[config.mk]
export PLATFORM = sky130hd
export DESIGN_NAME = clipped_alpha_blit_unit
export DESIGN_NICKNAME = d
export VERILOG_FILES = /design/src/sv/cab_pkg.sv /design/src/sv/cab_queue.sv /design/src/sv/cab_front.sv /design/src/sv/cab_back.sv /design/src/sv/clipped_alpha_blit_unit.sv
export SDC_FILE = /design/constraint.sdc
export NUM_CORES = 2
export LEC_CHECK = 0
export BUFFER_PORTS_ARGS = -buffer_cell sky130_fd_sc_hd__buf_2
export CORE_ASPECT_RATIO = 1.2
export CORE_MARGIN = 2
export CORE_UTILIZATION = 35
export CTS_BUF_LIST = sky130_fd_sc_hd__clkbuf_4 sky130_fd_sc_hd__clkbuf_8
export CTS_CLUSTER_DIAMETER = 40
export DETAILED_ROUTE_END_ITERATION = 8
export GPL_TIMING_DRIVEN = 0
export PLACE_DENSITY_LB_ADDON = 0.12
export SLEW_MARGIN = 30
export SYNTH_ARGS = -nofsm -noshare
export SYNTH_HDL_FRONTEND = slang
export SYNTH_HIERARCHICAL = 1
export SYNTH_SLANG_ARGS = --single-unit
[constraint.sdc]
create_clock -name aclk -period 13.9 [get_ports aclk]
set_input_delay 4.17 -clock aclk [delete_from_list [all_inputs] [get_ports aclk]]
set_output_delay 4.17 -clock aclk [all_outputs]
set_load 0.01 [all_outputs]
[src/sv/cab_pkg.sv]
`default_nettype none

package cab_pkg;

    localparam int IDX_W      = 24;
    localparam int COORD_W    = 12;
    localparam int CFG_ADDR_W = 3;
    localparam int CFG_DATA_W = 14;
    localparam int S_DATA_W   = 56;
    localparam int M_DATA_W   = 72;
    localparam int QUEUE_DEPTH = 4;

    localparam logic [CFG_ADDR_W-1:0] REG_DEST_WIDTH   = 3'd0;
    localparam logic [CFG_ADDR_W-1:0] REG_DEST_HEIGHT  = 3'd1;
    localparam logic [CFG_ADDR_W-1:0] REG_POS_X        = 3'd2;
    localparam logic [CFG_ADDR_W-1:0] REG_POS_Y        = 3'd3;
    localparam logic [CFG_ADDR_W-1:0] REG_BMP_WIDTH    = 3'd4;
    localparam logic [CFG_ADDR_W-1:0] REG_BMP_HEIGHT   = 3'd5;
    localparam logic [CFG_ADDR_W-1:0] REG_GLOBAL_ALPHA = 3'd6;

    localparam logic [12:0]        RST_DEST_WIDTH   = 13'd640;
    localparam logic [12:0]        RST_DEST_HEIGHT  = 13'd480;
    localparam logic signed [13:0] RST_POS_X        = 14'sd0;
    localparam logic signed [13:0] RST_POS_Y        = 14'sd0;
    localparam logic [12:0]        RST_BMP_WIDTH    = 13'd64;
    localparam logic [12:0]        RST_BMP_HEIGHT   = 13'd64;
    localparam logic [8:0]         RST_GLOBAL_ALPHA = 9'd128;
    localparam logic [8:0]         ALPHA_ONE        = 9'd256;

    typedef struct packed {
        logic [COORD_W-1:0] x;
        logic [COORD_W-1:0] y;
        logic [IDX_W-1:0]   idx;
        logic               last;
    } cab_meta_t;

    typedef struct packed {
        logic [31:0] src;
        logic [23:0] dst;
        cab_meta_t   meta;
    } cab_item_t;

    typedef struct packed {
        logic full;
        logic empty;
    } cab_queue_status_t;

    // Rounds (d*65280 + prod + 32640) / 65280 down. The sum stays below 2^24,
    // so dividing by 256 and then by 255 with the reciprocal trick is exact.
    function automatic logic [7:0] cab_blend_div(input logic [7:0] d,
                                                 input logic signed [27:0] prod);
        logic [23:0]        d_term;
        logic signed [27:0] n;
        logic [15:0]        m;
        logic [15:0]        t;
        d_term = {d, 16'b0} - {8'b0, d, 8'b0};
        n = $signed({4'b0, d_term}) + prod + 28'sd32640;
        m = n[23:8];
        t = m + {8'b0, m[15:8]} + 16'd1;
        return t[15:8];
    endfunction

endpackage

`default_nettype wire

[src/sv/cab_queue.sv]
`default_nettype none

module cab_queue
    import cab_pkg::*;
(
    input  wire logic              aclk,
    input  wire logic              aresetn,
    input  wire logic              push_i,
    input  wire cab_item_t         item_i,
    input  wire logic              pop_i,
    output cab_item_t              item_o,
    output cab_queue_status_t      status_o
);

    localparam int PTR_W = $clog2(QUEUE_DEPTH);
    localparam int CNT_W = $clog2(QUEUE_DEPTH + 1);

    cab_item_t          entry_reg [QUEUE_DEPTH];
    logic [PTR_W-1:0]   wr_ptr_reg;
    logic [PTR_W-1:0]   rd_ptr_reg;
    logic [CNT_W-1:0]   count_reg;
    logic [CNT_W-1:0]   count_next;
    logic               do_push;
    logic               do_pop;

    assign status_o.full  = (count_reg == CNT_W'(QUEUE_DEPTH));
    assign status_o.empty = (count_reg == '0);
    assign do_push = push_i && !status_o.full;
    assign do_pop  = pop_i && !status_o.empty;
    assign item_o  = entry_reg[rd_ptr_reg];

    always_comb begin
        count_next = count_reg;
        if (do_push && !do_pop) begin
            count_next = count_reg + 1'b1;
        end else if (do_pop && !do_push) begin
            count_next = count_reg - 1'b1;
        end
    end

    always_ff @(posedge aclk) begin
        if (!aresetn) begin
            wr_ptr_reg <= '0;
            rd_ptr_reg <= '0;
            count_reg  <= '0;
        end else begin
            count_reg <= count_next;
            if (do_push) begin
                wr_ptr_reg <= (wr_ptr_reg == PTR_W'(QUEUE_DEPTH - 1)) ? '0 : wr_ptr_reg + 1'b1;
            end
            if (do_pop) begin
                rd_ptr_reg <= (rd_ptr_reg == PTR_W'(QUEUE_DEPTH - 1)) ? '0 : rd_ptr_reg + 1'b1;
            end
        end
    end

    always_ff @(posedge aclk) begin
        if (do_push) begin
            entry_reg[wr_ptr_reg] <= item_i;
        end
    end

    a_count_bound: assert property (@(posedge aclk) disable iff (!aresetn)
        count_reg <= CNT_W'(QUEUE_DEPTH))
        else $error("Queue count exceeds its depth.");

    a_no_overflow: assert property (@(posedge aclk) disable iff (!aresetn)
        push_i |-> !status_o.full)
        else $error("Push into a full queue.");

endmodule

`default_nettype wire

[src/sv/cab_front.sv]
`default_nettype none

module cab_front
    import cab_pkg::*;
#(
    parameter int MAX_DIM = 4096
) (
    input  wire logic                   aclk,
    input  wire logic                   aresetn,
    input  wire logic                   cfg_we,
    input  wire logic [CFG_ADDR_W-1:0]  cfg_addr,
    input  wire logic [CFG_DATA_W-1:0]  cfg_wdata,
    input  wire logic                   s_tvalid,
    output logic                        s_tready,
    input  wire logic [S_DATA_W-1:0]    s_tdata,
    input  wire cab_queue_status_t      status_i,
    output logic                        push_o,
    output cab_item_t                   item_o,
    output logic [8:0]                  ga_o
);

    localparam int DIM_W = $clog2(MAX_DIM + 1);
    localparam int SW    = ((DIM_W > 14) ? DIM_W : 14) + 2;

    localparam logic [1:0] ST_CLIP = 2'd0;
    localparam logic [1:0] ST_MUL  = 2'd1;
    localparam logic [1:0] ST_BASE = 2'd2;
    localparam logic [1:0] ST_RUN  = 2'd3;

    logic [1:0]          state_reg;
    logic [12:0]         dest_width_reg;
    logic [12:0]         dest_height_reg;
    logic signed [13:0]  pos_x_reg;
    logic signed [13:0]  pos_y_reg;
    logic [12:0]         bmp_width_reg;
    logic [12:0]         bmp_height_reg;
    logic [8:0]          global_alpha_reg;

    logic [DIM_W-1:0]    dw_sat, dh_sat, bw_sat, bh_sat;
    logic signed [SW-1:0] px, py, dws, dhs, bws, bhs;
    logic signed [SW-1:0] x1s, y1s, x0c, y0c, x1c, y1c, dxs, rows_s;
    logic                win_valid_next;

    logic [DIM_W-1:0]    x0_reg, x1_reg, y0_reg, y1_reg;
    logic [DIM_W-1:0]    dx0_reg, rows_reg;
    logic                win_valid_reg;
    logic [DIM_W-1:0]    cur_x_reg, cur_y_reg;
    logic [DIM_W-1:0]    x_inc, y_inc, x_off;
    logic [2*DIM_W-1:0]  prod_full;
    logic [IDX_W-1:0]    prod_reg;
    logic [IDX_W-1:0]    base0_next;
    logic [IDX_W-1:0]    base0_reg;
    logic [IDX_W-1:0]    row_base_reg;

    always_comb begin
        dw_sat = (32'(dest_width_reg) > MAX_DIM) ? DIM_W'(MAX_DIM) : DIM_W'(dest_width_reg);
        dh_sat = (32'(dest_height_reg) > MAX_DIM) ? DIM_W'(MAX_DIM) : DIM_W'(dest_height_reg);
        bw_sat = (32'(bmp_width_reg) > MAX_DIM) ? DIM_W'(MAX_DIM) : DIM_W'(bmp_width_reg);
        bh_sat = (32'(bmp_height_reg) > MAX_DIM) ? DIM_W'(MAX_DIM) : DIM_W'(bmp_height_reg);
        ga_o   = (global_alpha_reg > ALPHA_ONE) ? ALPHA_ONE : global_alpha_reg;
    end

    always_comb begin
        px  = SW'(pos_x_reg);
        py  = SW'(pos_y_reg);
        dws = $signed(SW'(dw_sat));
        dhs = $signed(SW'(dh_sat));
        bws = $signed(SW'(bw_sat));
        bhs = $signed(SW'(bh_sat));
        x1s = px + bws;
        y1s = py + bhs;
        x0c = (px < 0) ? '0 : px;
        y0c = (py < 0) ? '0 : py;
        x1c = (x1s > dws) ? dws : x1s;
        y1c = (y1s > dhs) ? dhs : y1s;
        win_valid_next = (x0c < x1c) && (y0c < y1c);
        dxs    = x0c - px;
        rows_s = bhs - y0c + py - SW'(1);
    end

    assign prod_full  = (2*DIM_W)'(bw_sat) * (2*DIM_W)'(rows_reg);
    assign base0_next = prod_reg + IDX_W'(dx0_reg);
    assign x_inc      = cur_x_reg + 1'b1;
    assign y_inc      = cur_y_reg + 1'b1;
    assign x_off      = cur_x_reg - x0_reg;

    assign s_tready = (state_reg == ST_RUN) && (!win_valid_reg || !status_i.full);
    assign push_o   = s_tvalid && s_tready && win_valid_reg;

    always_comb begin
        item_o.src       = s_tdata[31:0];
        item_o.dst       = s_tdata[55:32];
        item_o.meta.x    = COORD_W'(cur_x_reg);
        item_o.meta.y    = COORD_W'(cur_y_reg);
        item_o.meta.idx  = row_base_reg + IDX_W'(x_off);
        item_o.meta.last = (x_inc == x1_reg) && (y_inc == y1_reg);
    end

    always_ff @(posedge aclk) begin
        if (!aresetn) begin
            dest_width_reg   <= RST_DEST_WIDTH;
            dest_height_reg  <= RST_DEST_HEIGHT;
            pos_x_reg        <= RST_POS_X;
            pos_y_reg        <= RST_POS_Y;
            bmp_width_reg    <= RST_BMP_WIDTH;
            bmp_height_reg   <= RST_BMP_HEIGHT;
            global_alpha_reg <= RST_GLOBAL_ALPHA;
            state_reg        <= ST_CLIP;
        end else if (cfg_we) begin
            case (cfg_addr)
                REG_DEST_WIDTH:   dest_width_reg   <= cfg_wdata[12:0];
                REG_DEST_HEIGHT:  dest_height_reg  <= cfg_wdata[12:0];
                REG_POS_X:        pos_x_reg        <= $signed(cfg_wdata[13:0]);
                REG_POS_Y:        pos_y_reg        <= $signed(cfg_wdata[13:0]);
                REG_BMP_WIDTH:    bmp_width_reg    <= cfg_wdata[12:0];
                REG_BMP_HEIGHT:   bmp_height_reg   <= cfg_wdata[12:0];
                REG_GLOBAL_ALPHA: global_alpha_reg <= cfg_wdata[8:0];
                default: ;
            endcase
            state_reg <= ST_CLIP;
        end else begin
            case (state_reg)
                ST_CLIP: state_reg <= ST_MUL;
                ST_MUL:  state_reg <= ST_BASE;
                ST_BASE: state_reg <= ST_RUN;
                default: ;
            endcase
        end
    end

    always_ff @(posedge aclk) begin
        case (state_reg)
            ST_CLIP: begin
                x0_reg        <= DIM_W'(x0c);
                x1_reg        <= DIM_W'(x1c);
                y0_reg        <= DIM_W'(y0c);
                y1_reg        <= DIM_W'(y1c);
                dx0_reg       <= DIM_W'(dxs);
                rows_reg      <= DIM_W'(rows_s);
                win_valid_reg <= win_valid_next;
                cur_x_reg     <= DIM_W'(x0c);
                cur_y_reg     <= DIM_W'(y0c);
            end
            ST_MUL: begin
                prod_reg <= IDX_W'(prod_full);
            end
            ST_BASE: begin
                base0_reg    <= base0_next;
                row_base_reg <= base0_next;
            end
            default: begin
                if (push_o) begin
                    if (x_inc == x1_reg) begin
                        cur_x_reg <= x0_reg;
                        if (y_inc == y1_reg) begin
                            cur_y_reg    <= y0_reg;
                            row_base_reg <= base0_reg;
                        end else begin
                            cur_y_reg    <= y_inc;
                            row_base_reg <= row_base_reg - IDX_W'(bw_sat);
                        end
                    end else begin
                        cur_x_reg <= x_inc;
                    end
                end
            end
        endcase
    end

    a_x_in_window: assert property (@(posedge aclk) disable iff (!aresetn)
        (state_reg == ST_RUN) && win_valid_reg |-> (cur_x_reg >= x0_reg) && (cur_x_reg < x1_reg))
        else $error("Scan column left the clipped window.");

    a_y_in_window: assert property (@(posedge aclk) disable iff (!aresetn)
        (state_reg == ST_RUN) && win_valid_reg |-> (cur_y_reg >= y0_reg) && (cur_y_reg < y1_reg))
        else $error("Scan row left the clipped window.");

endmodule

`default_nettype wire

[src/sv/cab_back.sv]
`default_nettype none

module cab_back
    import cab_pkg::*;
(
    input  wire logic                 aclk,
    input  wire logic                 aresetn,
    input  wire logic [8:0]           ga_i,
    input  wire cab_item_t            item_i,
    input  wire cab_queue_status_t    status_i,
    output logic                      pop_o,
    output logic                      m_tvalid,
    input  wire logic                 m_tready,
    output logic [M_DATA_W-1:0]       m_tdata,
    output logic                      m_tlast
);

    logic               adv;
    logic               s1_valid_reg;
    logic               s2_valid_reg;
    logic               out_valid_reg;

    logic [16:0]        w_next;
    logic [16:0]        s1_w_reg;
    cab_item_t          s1_item_reg;

    logic signed [27:0] prod_next [3];
    logic signed [27:0] prod_reg  [3];
    logic [23:0]        s2_dst_reg;
    cab_meta_t          s2_meta_reg;

    logic [23:0]        pix_next;
    logic [23:0]        pix_reg;
    cab_meta_t          out_meta_reg;

    assign adv    = !out_valid_reg || m_tready;
    assign pop_o  = adv && !status_i.empty;
    assign w_next = 17'(item_i.src[31:24]) * 17'(ga_i);

    for (genvar c = 0; c < 3; c++) begin : g_lane
        logic signed [9:0] diff;
        assign diff = $signed({2'b0, s1_item_reg.src[8*c +: 8]})
                    - $signed({2'b0, s1_item_reg.dst[8*c +: 8]});
        assign prod_next[c] = 28'($signed({1'b0, s1_w_reg})) * 28'(diff);
        assign pix_next[8*c +: 8] = cab_blend_div(s2_dst_reg[8*c +: 8], prod_reg[c]);
    end

    always_ff @(posedge aclk) begin
        if (!aresetn) begin
            s1_valid_reg  <= 1'b0;
            s2_valid_reg  <= 1'b0;
            out_valid_reg <= 1'b0;
        end else if (adv) begin
            s1_valid_reg  <= !status_i.empty;
            s2_valid_reg  <= s1_valid_reg;
            out_valid_reg <= s2_valid_reg;
        end
    end

    always_ff @(posedge aclk) begin
        if (adv) begin
            s1_item_reg  <= item_i;
            s1_w_reg     <= w_next;
            prod_reg     <= prod_next;
            s2_dst_reg   <= s1_item_reg.dst;
            s2_meta_reg  <= s1_item_reg.meta;
            pix_reg      <= pix_next;
            out_meta_reg <= s2_meta_reg;
        end
    end

    assign m_tvalid = out_valid_reg;
    assign m_tdata  = {out_meta_reg.idx, out_meta_reg.y, out_meta_reg.x, pix_reg};
    assign m_tlast  = out_meta_reg.last;

    a_result_lands: assert property (@(posedge aclk) disable iff (!aresetn)
        adv && s2_valid_reg |=> m_tvalid)
        else $error("A blended pixel was dropped before the output register.");

endmodule

`default_nettype wire

[src/sv/clipped_alpha_blit_unit.sv]
`default_nettype none

// Channel  Direction  Handshake                Payload
// s_       in         s_tvalid / s_tready      s_tdata: src_pixel, dst_pixel
// m_       out        m_tvalid / m_tready      m_tdata: blended_pixel, out_x, out_y,
//                                              src_index; m_tlast: last
// cfg_     in         cfg_we                   cfg_addr, cfg_wdata
//
// After reset and after every configuration write the window setup steps through
// clip, multiply and base add with s_tready low.
// Then one transaction is taken per cycle while the queue is not full.
// A four-entry queue lets input run ahead while the output is stalled.
// Items taken while the clipped window is empty give no result.

module clipped_alpha_blit_unit
    import cab_pkg::*;
#(
    parameter int MAX_DIM = 4096
) (
    input  wire logic                   aclk,
    input  wire logic                   aresetn,
    input  wire logic                   cfg_we,
    input  wire logic [CFG_ADDR_W-1:0]  cfg_addr,
    input  wire logic [CFG_DATA_W-1:0]  cfg_wdata,
    input  wire logic                   s_tvalid,
    output logic                        s_tready,
    // src_pixel [31:0], dst_pixel [55:32]
    input  wire logic [S_DATA_W-1:0]    s_tdata,
    output logic                        m_tvalid,
    input  wire logic                   m_tready,
    // blended_pixel [23:0], out_x [35:24], out_y [47:36], src_index [71:48]
    output logic [M_DATA_W-1:0]         m_tdata,
    output logic                        m_tlast
);

    cab_queue_status_t  status;
    cab_item_t          push_item;
    cab_item_t          pop_item;
    logic               push;
    logic               pop;
    logic [8:0]         ga;

    cab_front #(
        .MAX_DIM (MAX_DIM)
    ) u_front (
        .aclk      (aclk),
        .aresetn   (aresetn),
        .cfg_we    (cfg_we),
        .cfg_addr  (cfg_addr),
        .cfg_wdata (cfg_wdata),
        .s_tvalid  (s_tvalid),
        .s_tready  (s_tready),
        .s_tdata   (s_tdata),
        .status_i  (status),
        .push_o    (push),
        .item_o    (push_item),
        .ga_o      (ga)
    );

    cab_queue u_queue (
        .aclk     (aclk),
        .aresetn  (aresetn),
        .push_i   (push),
        .item_i   (push_item),
        .pop_i    (pop),
        .item_o   (pop_item),
        .status_o (status)
    );

    cab_back u_back (
        .aclk     (aclk),
        .aresetn  (aresetn),
        .ga_i     (ga),
        .item_i   (pop_item),
        .status_i (status),
        .pop_o    (pop),
        .m_tvalid (m_tvalid),
        .m_tready (m_tready),
        .m_tdata  (m_tdata),
        .m_tlast  (m_tlast)
    );

endmodule

`default_nettype wire

==> flow_summary.toml <==
[power]
total_power_mw = 12.0
comb_power_share = 0.414
p_clk_frac = 0.260
p_sw_mw = 4.37
vdd_drop_max_v = 0.000106
sequentialPowerShare = 0.326
p_leak_nw = 33.5
p_int_mw = 7.61
power_density_mw_per_mm2 = 150
swShare = 0.365

[finish]
drive_gt1_frac = 0.116
syn2layout_area_growth_pct = 12.0
largest_reg_flops = 420
layout.nets = 7639
regArea_mm2 = 0.0299
layout.cells.non_filler = 9300
n_fill_cell = 19800
multi_input_area_mm2 = 0.0371

[placement]
dp_hpwl_um = 145000
gp_congestion = 0.867
dp_cells = 8942
port_buffers = 96

[detailed_routing]
drt_first_pass_iters = 5
ant_nets = 0
drt-initial-drc-count = 2331
num_vias = 45200
vias_per_cell = 4.86
drc = 0
drt_wl_total_um = 189000
wl_per_cell_um = 20.3

[floorplanning]
core_mm2 = 0.202
die_h_um = 498
io_pins = 153
num_rows = 181
initial_core_util = 0.352
fp.dieW_um = 416
dieArea_mm2 = 0.207

[critical_path]
end_kind = "flop"
cp.required_ps = 14610
path_buf_inv = 6
regToRegSetupSlack_ps = 5120
arrival_ps = 9490
rr_worst_depth = 28
start_kind = "flop"
worstSetupPathType = "reg2reg"
reg2reg_to = "u_back/prod_reg[78]"
crit_slowest_cell = "o41ai_1"
path_max_fanout = 10
cp_common_cell = "fa_1"
cp_top_family = "adder cells"
r2r-start = "u_back/s1_item_reg[73]"
max_stage_delay_ps = 740

[global_routing]
grt_pass1_vias = 48900
grt_pass1_wl_um = 291000
antenna_found_initial = 16
grt_usage = 0.185
grt-ovfl-total = 0
grt_max_degree = 85

[synth]
synth.distinct_cells = 108
ys.flop_type = "edfxtp_1"
netlist_instances = 6172
synth_edf_count = 926
async_flop_share = 0
synth_seq_cells = 1029
netlist.area_leader.share = 0.390
synth_top_cell_by_area = "edfxtp_1"
synth-seq-area-share = 0.419
syn_nets = 7328
synth_commonest_cells = "edfxtp_1, inv_1, nand2_1, ha_1, fa_1"
synth.most_common_cell = "edfxtp_1"
syn-cell-area_mm2 = 0.0712
synth_warnings = 6
yosys-top-cells-area = "edfxtp_1, fa_1, ha_1"
syn_area_per_cell_um2 = 11.5

[timing]
worstMarginPinSlew_ps = 958
setup_violations = 0
relSlewSlack = 0.357
layout_min_cycle_time_ps = 8780
slew_viol_final = 0
rsz0062_at_grt = "no"
fin_crit_sh = 0.632
hold_viol_final = 0
max_freq_ghz = 0.114
skew_ps = 64.2

[clock_network]
clockRootBuffer = "clkbuf_8"
cts_tree = "done"
clk_pin_slew_ps = 60
cts_buffers = 192
cts_setup_buffers = 0
clock_sinks = 1029
ctsResizeCount = 0
clkLatencyLatePin_ps = 960
cts.path.max_buffers = 3
postCtsHoldBufs = 0
cts_max_level = 4

[run_status]
status = "finished clean"

[hold_path]
whs_path_depth = 0
hold_class = "reg2reg"
whs_endpoint = "u_back/m_tdata[70]"
min-delay-start = "u_back/s2_meta_reg[23]"

[flow_run]
maxCapViolations = 0
## layout by cell type (no fill, tap or decap), types with 71 or more instances in the layout
cell      instances
a21boi_0         99
a21o_1           71
a21oi_1         171
and2_1          327
buf_2           115
buf_4            85
clkbuf_1        152
clkbuf_8        198
dfxtp_1         103
edfxtp_1        926
fa_1            491
ha_1            584
inv_1           791
mux4_2          105
nand2_1         630
nand2b_1        114
nand3_1          81
nor2_1          241
nor2b_1         134
nor3_1           73
o21ai_0         135
xnor2_1         220
xor2_1           93
## logic make-up after synthesis
kind of cell	synth area share
compound gates	0.0702
xor+xnor	0.0402
fa+ha+maj	0.241
buf+inv	0.0617
flops	0.419
mux	0.0451
simple gates	0.122
## worst max path at each step
stage	startpoint	end	slack, ps	depth (start not counted)
global placement	m_tready	u_back/s1_item_reg[18]	-1300	3
finish	u_back/s1_item_reg[73]	u_back/prod_reg[78]	5120	28
global route	u_back/s1_item_reg[73]	u_back/prod_reg[78]	4590	28
CTS	u_back/s1_item_reg[73]	u_back/prod_reg[76]	4940	28
detailed placement	u_back/s1_item_reg[73]	u_back/prod_reg[76]	5040	28
floorplan	m_tready	u_back/m_tdata[24]	2620	2
## final cells by class
cell class,instances,share of cell area
multi-input combinational,4084,0.465
tap,2653,0.0416
buffer,266,0.0179
timing repair buffer,117,0.0119
sequential,1029,0.374
clock buffer,246,0.0387
antenna,5,0.000157
inverter,793,0.0374
clock inverter,107,0.0136
## power groups by stage
stage | clock [mW] | combinational, mW | sequential [mW]
after floorplan | 0 | 3.74 | 3.94
after global placement | 0 | 5.00 | 3.98
after detailed placement | 0 | 5.02 | 3.98
after CTS | 3.24 | 5.06 | 3.92
after global routing | 3.37 | 5.67 | 3.93
final | 3.11 | 4.96 | 3.91
## stage by stage
stage	area, um2	util	hold WS [ps]	TNS [ps]	setup WS (ps)
2_1_floorplan	71200	-	400	0	2620
3_3_place_gp	75000	0.371	402	-371050	-1300
3_5_place_dp	75600	0.373	405	0	5040
4_1_cts	79800	0.394	416	0	4940
5_1_grt	79800	0.394	417	0	4590
6_report	79800	0.394	411	0	5120
## metal layers
layer | up-vias | wire [um] | global-route usage
li1 | 21600 | - | -
met3 | 288 | 6220 | 0.0284
met5 | - | 64 | 0
met4 | 10 | 6390 | 0.0656
met1 | 22700 | 73900 | 0.205
met2 | 663 | 102000 | 0.353
Power figures use the tool's default switching activity.
